`config.mk`:
```
export PLATFORM = sky130hd
export DESIGN_NAME = reader_command_frame_encoder_unit
export DESIGN_NICKNAME = d
export VERILOG_FILES = /design/src/rtl/core/rcfe_pkg.sv /design/src/rtl/core/reader_command_frame_encoder_unit.sv /design/src/rtl/core/rcfe_front.sv /design/src/rtl/core/rcfe_queue.sv /design/src/rtl/core/rcfe_back.sv
export SDC_FILE = /design/constraint.sdc
export NUM_CORES = 1
export LEC_CHECK = 0
export BUFFER_PORTS_ARGS = -buffer_cell sky130_fd_sc_hd__buf_2
export CAP_MARGIN = 20
export CORE_UTILIZATION = 30
export CTS_CLUSTER_DIAMETER = 40
export DETAILED_ROUTE_END_ITERATION = 10
export PLACE_DENSITY = 0.43
export SETUP_SLACK_MARGIN = 0.15
export SLEW_MARGIN = 20
export SYNTH_ARGS = -nofsm -noshare
export SYNTH_HDL_FRONTEND = slang
export SYNTH_SLANG_ARGS = --single-unit
```
`constraint.sdc`:
```
create_clock -name clk -period 6.8 [get_ports clk]
set_clock_uncertainty 0.15 [all_clocks]
set_input_delay 1.02 -clock clk [delete_from_list [all_inputs] [get_ports clk]]
set_output_delay 1.02 -clock clk [all_outputs]
set_load 0.01 [all_outputs]
```
`src/rtl/core/rcfe_pkg.sv`:
```
`timescale 1ns / 1ps

package rcfe_pkg;

    localparam int ADDR_W  = 7;
    localparam int CODE_W  = 8;
    localparam int DATA_W  = 8;
    localparam int BYTE_W  = 8;
    localparam int S_TDATA_W = 24;

    localparam logic [BYTE_W-1:0] FRAME_SOH  = 8'h01;
    localparam logic [BYTE_W-1:0] FRAME_STX  = 8'h02;
    localparam logic [BYTE_W-1:0] FRAME_ETX  = 8'h03;
    localparam logic [BYTE_W-1:0] FRAME_CMD  = 8'h53;
    localparam logic [BYTE_W-1:0] CHECK_OR   = 8'h20;
    localparam logic [CODE_W-1:0] RAW_CODE   = 8'hFF;
    localparam logic [BYTE_W-1:0] ASCII_ZERO = 8'h30;
    localparam logic [BYTE_W-1:0] ASCII_HEXA = 8'h37;

    typedef enum logic [3:0] {
        PH_SOH,
        PH_CMD,
        PH_ADDR_HI,
        PH_ADDR_LO,
        PH_CODE_HI,
        PH_CODE_LO,
        PH_STX,
        PH_DATA,
        PH_ETX,
        PH_SUM
    } rcfe_phase_t;

    typedef struct packed {
        logic [BYTE_W-1:0]      addr_hi;
        logic [BYTE_W-1:0]      addr_lo;
        logic [BYTE_W-1:0]      code_hi;
        logic [BYTE_W-1:0]      code_lo;
        logic [2:0][BYTE_W-1:0] dat;
        logic [1:0]             dlen;
    } rcfe_desc_t;

    function automatic logic [4:0] div10(input logic [7:0] x);
        logic [15:0] p;
        p = {8'd0, x} * 16'd205;
        return p[15:11];
    endfunction

    function automatic logic [1:0] div100(input logic [7:0] x);
        logic [15:0] p;
        p = {8'd0, x} * 16'd41;
        return p[13:12];
    endfunction

    function automatic logic [3:0] rem10(input logic [7:0] x, input logic [4:0] q);
        logic [7:0] p;
        p = {3'd0, q} * 8'd10;
        return 4'(x - p);
    endfunction

    function automatic logic [3:0] fold10(input logic [4:0] q);
        logic [4:0] r;
        if (q >= 5'd20)
            r = q - 5'd20;
        else if (q >= 5'd10)
            r = q - 5'd10;
        else
            r = q;
        return r[3:0];
    endfunction

    function automatic logic [BYTE_W-1:0] dec_char(input logic [3:0] d);
        return ASCII_ZERO + {4'd0, d};
    endfunction

    function automatic logic [BYTE_W-1:0] hex_char(input logic [3:0] d);
        logic [BYTE_W-1:0] c;
        if (d < 4'd10)
            c = ASCII_ZERO + {4'd0, d};
        else
            c = ASCII_HEXA + {4'd0, d};
        return c;
    endfunction

endpackage

```
`src/rtl/core/reader_command_frame_encoder_unit.sv`:
```
`timescale 1ns / 1ps
// Each request is written into the two-entry request queue, and each frame byte is then
// registered from the queue head into the output register. The single-byte output port
// carries one frame byte per cycle while m_tready is high, 10 to 12 bytes per request; the
// queue holds the next request while a frame goes out, and s_tready drops while both entries are full.
// Reset (rst_n low, asynchronous) empties the request queue, returns the byte
// sequencer to the frame start and drops m_tvalid.

module reader_command_frame_encoder_unit
(
    input  logic                           clk,
    input  logic                           rst_n,
    input  logic                           s_tvalid,
    output logic                           s_tready,
    // device_address[6:0], function_code[14:7], data_value[22:15], zero[23]
    input  logic [rcfe_pkg::S_TDATA_W-1:0] s_tdata,
    output logic                           m_tvalid,
    input  logic                           m_tready,
    // frame_byte[7:0]
    output logic [rcfe_pkg::BYTE_W-1:0]    m_tdata,
    output logic                           m_tlast
);

    rcfe_pkg::rcfe_desc_t front_desc;
    rcfe_pkg::rcfe_desc_t head_desc;
    logic                 head_valid;
    logic                 head_pop;

    rcfe_front u_front
    (
        .device_address (s_tdata[6:0]),
        .function_code  (s_tdata[14:7]),
        .data_value     (s_tdata[22:15]),
        .desc           (front_desc)
    );

    rcfe_queue u_queue
    (
        .clk       (clk),
        .rst_n     (rst_n),
        .in_valid  (s_tvalid),
        .in_ready  (s_tready),
        .in_desc   (front_desc),
        .out_valid (head_valid),
        .out_ready (head_pop),
        .out_desc  (head_desc)
    );

    rcfe_back u_back
    (
        .clk        (clk),
        .rst_n      (rst_n),
        .desc_valid (head_valid),
        .desc_pop   (head_pop),
        .desc       (head_desc),
        .m_tvalid   (m_tvalid),
        .m_tready   (m_tready),
        .m_tdata    (m_tdata),
        .m_tlast    (m_tlast)
    );

endmodule

```
`src/rtl/core/rcfe_front.sv`:
```
`timescale 1ns / 1ps

module rcfe_front
(
    input  logic [rcfe_pkg::ADDR_W-1:0] device_address,
    input  logic [rcfe_pkg::CODE_W-1:0] function_code,
    input  logic [rcfe_pkg::DATA_W-1:0] data_value,
    output rcfe_pkg::rcfe_desc_t        desc
);

    logic [7:0] addr8;
    logic [4:0] addr_q;
    logic [3:0] addr_ones;
    logic [4:0] data_q;
    logic [1:0] data_h;
    logic [3:0] data_ones;
    logic [3:0] data_tens;

    always_comb
    begin
        addr8     = {1'b0, device_address};
        addr_q    = rcfe_pkg::div10(addr8);
        addr_ones = rcfe_pkg::rem10(addr8, addr_q);
        data_q    = rcfe_pkg::div10(data_value);
        data_h    = rcfe_pkg::div100(data_value);
        data_ones = rcfe_pkg::rem10(data_value, data_q);
        data_tens = rcfe_pkg::fold10(data_q);

        desc.addr_hi = rcfe_pkg::dec_char(rcfe_pkg::fold10(addr_q));
        desc.addr_lo = rcfe_pkg::dec_char(addr_ones);
        desc.code_hi = rcfe_pkg::hex_char(function_code[7:4]);
        desc.code_lo = rcfe_pkg::hex_char(function_code[3:0]);
        desc.dat     = '0;

        priority if (function_code == rcfe_pkg::RAW_CODE)
        begin
            desc.dat[0] = data_value;
            desc.dlen   = 2'd1;
        end
        else if (data_value >= 8'd100)
        begin
            desc.dat[0] = rcfe_pkg::dec_char({2'd0, data_h});
            desc.dat[1] = rcfe_pkg::dec_char(data_tens);
            desc.dat[2] = rcfe_pkg::dec_char(data_ones);
            desc.dlen   = 2'd3;
        end
        else if (data_value >= 8'd10)
        begin
            desc.dat[0] = rcfe_pkg::dec_char(data_tens);
            desc.dat[1] = rcfe_pkg::dec_char(data_ones);
            desc.dlen   = 2'd2;
        end
        else
        begin
            desc.dat[0] = rcfe_pkg::dec_char(data_ones);
            desc.dlen   = 2'd1;
        end
    end

endmodule

```
`src/rtl/core/rcfe_queue.sv`:
```
`timescale 1ns / 1ps

module rcfe_queue
(
    input  logic                 clk,
    input  logic                 rst_n,
    input  logic                 in_valid,
    output logic                 in_ready,
    input  rcfe_pkg::rcfe_desc_t in_desc,
    output logic                 out_valid,
    input  logic                 out_ready,
    output rcfe_pkg::rcfe_desc_t out_desc
);

    rcfe_pkg::rcfe_desc_t slot_reg [2];
    logic       wr_ptr_reg;
    logic       wr_ptr_next;
    logic       rd_ptr_reg;
    logic       rd_ptr_next;
    logic [1:0] count_reg;
    logic [1:0] count_next;
    logic       push;
    logic       pop;

    always_comb
    begin
        in_ready    = (count_reg != 2'd2);
        out_valid   = (count_reg != 2'd0);
        out_desc    = slot_reg[rd_ptr_reg];
        push        = in_valid && in_ready;
        pop         = out_valid && out_ready;
        wr_ptr_next = push ? ~wr_ptr_reg : wr_ptr_reg;
        rd_ptr_next = pop ? ~rd_ptr_reg : rd_ptr_reg;
        count_next  = count_reg + {1'b0, push} - {1'b0, pop};
    end

    always_ff @(posedge clk or negedge rst_n)
    begin
        if (!rst_n)
        begin
            wr_ptr_reg <= 1'b0;
            rd_ptr_reg <= 1'b0;
            count_reg  <= 2'd0;
        end
        else
        begin
            wr_ptr_reg <= wr_ptr_next;
            rd_ptr_reg <= rd_ptr_next;
            count_reg  <= count_next;
        end
    end

    always_ff @(posedge clk)
    begin
        if (push)
            slot_reg[wr_ptr_reg] <= in_desc;
    end

endmodule

```
`src/rtl/core/rcfe_back.sv`:
```
`timescale 1ns / 1ps

module rcfe_back
(
    input  logic                        clk,
    input  logic                        rst_n,
    input  logic                        desc_valid,
    output logic                        desc_pop,
    input  rcfe_pkg::rcfe_desc_t        desc,
    output logic                        m_tvalid,
    input  logic                        m_tready,
    output logic [rcfe_pkg::BYTE_W-1:0] m_tdata,
    output logic                        m_tlast
);

    rcfe_pkg::rcfe_phase_t       phase_reg;
    rcfe_pkg::rcfe_phase_t       phase_next;
    logic [1:0]                  didx_reg;
    logic [1:0]                  didx_next;
    logic [rcfe_pkg::BYTE_W-1:0] sum_reg;
    logic [rcfe_pkg::BYTE_W-1:0] sum_next;
    logic                        out_valid_reg;
    logic                        out_valid_next;
    logic [rcfe_pkg::BYTE_W-1:0] out_byte_reg;
    logic [rcfe_pkg::BYTE_W-1:0] out_byte_next;
    logic                        out_last_reg;
    logic                        out_last_next;
    logic                        emit;
    logic [rcfe_pkg::BYTE_W-1:0] cur_byte;

    assign m_tvalid = out_valid_reg;
    assign m_tdata  = out_byte_reg;
    assign m_tlast  = out_last_reg;

    always_comb
    begin
        emit       = (!out_valid_reg || m_tready) && desc_valid;
        phase_next = phase_reg;
        didx_next  = didx_reg;
        desc_pop   = 1'b0;
        cur_byte   = rcfe_pkg::FRAME_SOH;

        unique case (phase_reg)
            rcfe_pkg::PH_SOH:
            begin
                cur_byte   = rcfe_pkg::FRAME_SOH;
                phase_next = rcfe_pkg::PH_CMD;
            end
            rcfe_pkg::PH_CMD:
            begin
                cur_byte   = rcfe_pkg::FRAME_CMD;
                phase_next = rcfe_pkg::PH_ADDR_HI;
            end
            rcfe_pkg::PH_ADDR_HI:
            begin
                cur_byte   = desc.addr_hi;
                phase_next = rcfe_pkg::PH_ADDR_LO;
            end
            rcfe_pkg::PH_ADDR_LO:
            begin
                cur_byte   = desc.addr_lo;
                phase_next = rcfe_pkg::PH_CODE_HI;
            end
            rcfe_pkg::PH_CODE_HI:
            begin
                cur_byte   = desc.code_hi;
                phase_next = rcfe_pkg::PH_CODE_LO;
            end
            rcfe_pkg::PH_CODE_LO:
            begin
                cur_byte   = desc.code_lo;
                phase_next = rcfe_pkg::PH_STX;
            end
            rcfe_pkg::PH_STX:
            begin
                cur_byte   = rcfe_pkg::FRAME_STX;
                phase_next = rcfe_pkg::PH_DATA;
                didx_next  = 2'd0;
            end
            rcfe_pkg::PH_DATA:
            begin
                cur_byte = desc.dat[didx_reg];
                if (didx_reg == desc.dlen - 2'd1)
                begin
                    phase_next = rcfe_pkg::PH_ETX;
                    didx_next  = 2'd0;
                end
                else
                    didx_next = didx_reg + 2'd1;
            end
            rcfe_pkg::PH_ETX:
            begin
                cur_byte   = rcfe_pkg::FRAME_ETX;
                phase_next = rcfe_pkg::PH_SUM;
            end
            rcfe_pkg::PH_SUM:
            begin
                cur_byte   = sum_reg | rcfe_pkg::CHECK_OR;
                phase_next = rcfe_pkg::PH_SOH;
                desc_pop   = emit;
            end
            default:
            begin
                cur_byte   = rcfe_pkg::FRAME_SOH;
                phase_next = rcfe_pkg::PH_SOH;
            end
        endcase

        if (!emit)
        begin
            phase_next = phase_reg;
            didx_next  = didx_reg;
        end

        sum_next       = sum_reg;
        out_valid_next = out_valid_reg;
        out_byte_next  = out_byte_reg;
        out_last_next  = out_last_reg;
        if (emit)
        begin
            sum_next       = (phase_reg == rcfe_pkg::PH_SOH) ? cur_byte : (sum_reg ^ cur_byte);
            out_valid_next = 1'b1;
            out_byte_next  = cur_byte;
            out_last_next  = (phase_reg == rcfe_pkg::PH_SUM);
        end
        else if (m_tready)
            out_valid_next = 1'b0;
    end

    always_ff @(posedge clk or negedge rst_n)
    begin
        if (!rst_n)
        begin
            phase_reg     <= rcfe_pkg::PH_SOH;
            didx_reg      <= 2'd0;
            out_valid_reg <= 1'b0;
        end
        else
        begin
            phase_reg     <= phase_next;
            didx_reg      <= didx_next;
            out_valid_reg <= out_valid_next;
        end
    end

    always_ff @(posedge clk)
    begin
        sum_reg      <= sum_next;
        out_byte_reg <= out_byte_next;
        out_last_reg <= out_last_next;
    end

endmodule
```
==> impl_metrics.csv <==
group,metric,value,unit
global_route,grt_util_met2,19.7,%
cts,htree_num_levels,3,
global_route,busiest_layer,"met2",
floorplan,fp.coreArea,25400,sq um
drt,routedWlPerCell,15.4,microns
hold_path,hold_end,"u_back.m_tvalid",
global_route,grt_max_degree,42,
timing,period_share,88.0,%
layout,largest_reg_flops,82,
place,dpl_cell_area,8410,sq um
cts,cts_tree,"done",
drt,vias_per_cell,4.76,
place,portBuffers,37,
logic_synthesis,avgSynthCellArea,11.7,sq um
worst_setup_path,crit_path_top_delay_cell,"fa_1",
logic_synthesis,syn-num-nets,845,
logic_synthesis,netlist.area_leader.share,37.6,%
status,outcome,"complete, no violations",
worst_setup_path,worstPathMaxFanout,9,
cts,ctsHoldBuffers,0,
timing,grt_setup_unrepaired,"false",
logic_synthesis,async_reset_ff_share,10.1,%
worst_setup_path,rrSetupSlack,4.14,ns
logic_synthesis,synth_top_cell_by_area,"edfxtp_1",
cts,cts.path.max_buffers,2,
logic_synthesis,synth_seq_cells,109,
timing,worst_pin_slew,1.03,ns
global_route,met3_usage,2.18,%
logic_synthesis,synthTopCellsByCount,"ha_1, edfxtp_1, inv_1, nand2_1",
worst_setup_path,reg2reg_depth,7,
cts,clk-insertion-delay-late,0.35,ns
timing,tns,0,ns
layout,fin_area,8740,sq um
pwr,ir_drop,0.000167,V
pwr,powerDensity,364,nW/um^2
logic_synthesis,ys_warn_count,0,
cts,cts_resized,0,
global_route,grt_pass1_wl,26400,microns
drt,post-route-drc-count,0,
timing,max_freq,167,MHz
flow_run,timing.max_cap.violations,0,
worst_setup_path,crit_family,"adder cells",
place,gp_congestion,0.817,
worst_setup_path,critPathBufInv,5,
timing,slew_viol_final,0,
logic_synthesis,netlist_instances,670,
drt,num_vias,4976,
layout,drive_gt1_share,12.0,%
cts,cts_sinks,109,
global_route,antenna_found_initial,2,
hold_path,hold_class,"reg2reg",
worst_setup_path,worstPathArrival,5.93,ns
worst_setup_path,reg2reg_from,"u_queue.rd_ptr_reg",
floorplan,start_util,30.8,%
layout,areaGrowthSynthToFinish,11.6,%
drt,dr.pass1.iters,5,
hold_path,whs_path_depth,2,
worst_setup_path,slowest_delay,0.56,ns
cts,root_buffer,"clkbuf_16",
worst_setup_path,path_cells,"buf_2 -> inv_1 -> ha_1 -> inv_1 -> fa_1 -> fa_1 -> inv_1 -> fa_1 -> inv_1 -> ha_1 -> or4_1 -> o21ai_1 -> o21ai_2 -> nand2_1 -> xnor2_1 -> ha_1 -> fa_1 -> xnor2_1 -> xnor3_1 -> a21oi_1 -> a22o_1",
drt,antenna_left,0,
global_route,globalRouteMet1Util,18.0,%
global_route,grt_pass1_vias,5076,
floorplan,die-area,26700,sq um
logic_synthesis,yosysMostFrequentCell,"ha_1",
logic_synthesis,synth_edf_count,98,
worst_setup_path,startpoint_type,"primary input",
global_route,groute.usage.overall,12.7,%
layout,nets,885,
logic_synthesis,ys.flop_type,"edfxtp_1",
worst_setup_path,required,6.75,ns
cts,path_clk_slew,0.07,ns
hold_path,min_from,"u_queue.count_reg[0]",
cts,cts_setup_buffers,0,
worst_setup_path,timing.rr.end,"u_back.sum_reg[0]",
logic_synthesis,synthTopCellsByArea,"edfxtp_1, ha_1, fa_1",
drt,drt-total-wl,16100,microns
cts,cts_made_buffers,9,
floorplan,die_w,164,microns
floorplan,fp.dieH,164,microns
timing,setup_viol,0,
layout,fillers,2588,
logic_synthesis,synth.distinct_cells,65,
global_route,overflow,0,
drt,drt_iter0_markers,192,
timing,relSlewSlack,31.5,%
pwr,power_leakage,3.74,nW
floorplan,io_pins,39,
worst_setup_path,path_class,"in2reg",
place,dp_hpwl,12600,microns
worst_setup_path,end_kind,"flip-flop",
logic_synthesis,ys_seq_area_share,41.1,%
timing,finalHoldViolCount,0,
logic_synthesis,synth_area,7830,sq um
timing,layout_min_cycle_time,5.99,ns
floorplan,std_cell_rows,58,
report_power, final:
group | total (mW) | internal (mW) | leakage, nW | switching [mW]
clock | 0.560 | 0.325 | 0.158 | 0.235
sequential | 1.18 | 1.07 | 1.05 | 0.111
combinational | 1.44 | 0.585 | 2.54 | 0.853
total | 3.18 | 1.98 | 3.74 | 1.20
kinds of logic after synthesis:
group                    Yosys count  synth area share (%)
flip-flops                       109                  41.1
multiplexers                      41                  5.91
buffers and inverters             86                  4.19
XOR/XNOR                          31                  3.93
AO/OA/AOI/OAI                    121                  11.0
adder cells (fa/ha/maj)          147                  25.6
AND/OR/NAND/NOR                  135                  8.25
stage by stage:
stage | setup slack (ns) | std cells | hold slack (ns) | util [%] | power, mW
floorplan | 1.10 | 670 | 0.310 | - | 2.25
global placement | 0.431 | 1029 | 0.321 | 33.1 | 2.62
detailed placement | 0.439 | 1029 | 0.331 | 33.1 | 2.65
CTS | 0.784 | 1045 | 0.347 | 34.4 | 3.23
global route | 0.543 | 1046 | 0.390 | 34.4 | 3.43
finish | 0.815 | 1046 | 0.341 | 34.4 | 3.18
routing by layer:
metal,wire length [microns],vias up
met5,13,-
met4,233,2
met3,517,12
met2,7150,69
met1,8200,2379
li1,-,2514
worst max path at each step:
stage / start / endpoint / slack, ns / cells past startpoint
3_3_place_gp: s_tdata[16] / u_queue.slot_reg[0][5] / 0.43 / 21
5_1_grt: s_tdata[16] / u_queue.slot_reg[1][5] / 0.54 / 20
3_5_place_dp: s_tdata[16] / u_queue.slot_reg[0][5] / 0.44 / 21
4_1_cts: s_tdata[16] / u_queue.slot_reg[0][5] / 0.78 / 21
6_report: s_tdata[16] / u_queue.slot_reg[0][5] / 0.81 / 21
2_1_floorplan: s_tdata[16] / u_queue.slot_reg[0][5] / 1.10 / 20
layout by cell type, fill, tap and decap left out, types with 3 or more instances in the layout:
master,Yosys,final
nand2b_1,12,12
o22ai_1,8,8
buf_2,4,37
dfrtp_1,11,10
inv_1,75,75
a31oi_4,3,3
xor2_1,7,7
a211o_1,4,4
nor4_1,3,3
and3_1,4,3
edfxtp_1,98,98
and2_1,3,3
a21oi_1,22,22
nor2_1,35,34
nand3_1,5,5
o21ai_0,23,23
clkbuf_16,0,9
o21a_1,9,9
o31ai_1,4,4
a211oi_1,5,5
buf_4,0,3
or2_2,5,5
nand2_1,42,42
mux2i_1,35,35
xnor2_1,20,20
ha_1,125,125
nor3_1,11,11
fa_1,22,22
mux4_2,4,4
o21ai_1,10,10
a221o_1,3,3
a22o_1,3,3
a22oi_1,6,6
final cells by class:
| cell class | instances | area, sq um | share of cell area, % |
|---|---|---|---|
| diodes | 1 | 2.50 | 0.0286 |
| multi-input cells | 475 | 4290 | 49.1 |
| flip-flops and latches | 109 | 3220 | 36.8 |
| clock buffers | 9 | 225 | 2.58 |
| repair buffers | 40 | 208 | 2.38 |
| well taps | 330 | 413 | 4.73 |
| inverters | 75 | 282 | 3.22 |
| clock inverters | 7 | 97.6 | 1.12 |
tightest hold or removal path: stages, from the launching register on:
cell and delay [ns]:
dfrtp_1 0.36, nor2_1 0.05, nand2_1 0.05
Note: power is estimated with default switching activity, not from simulation.
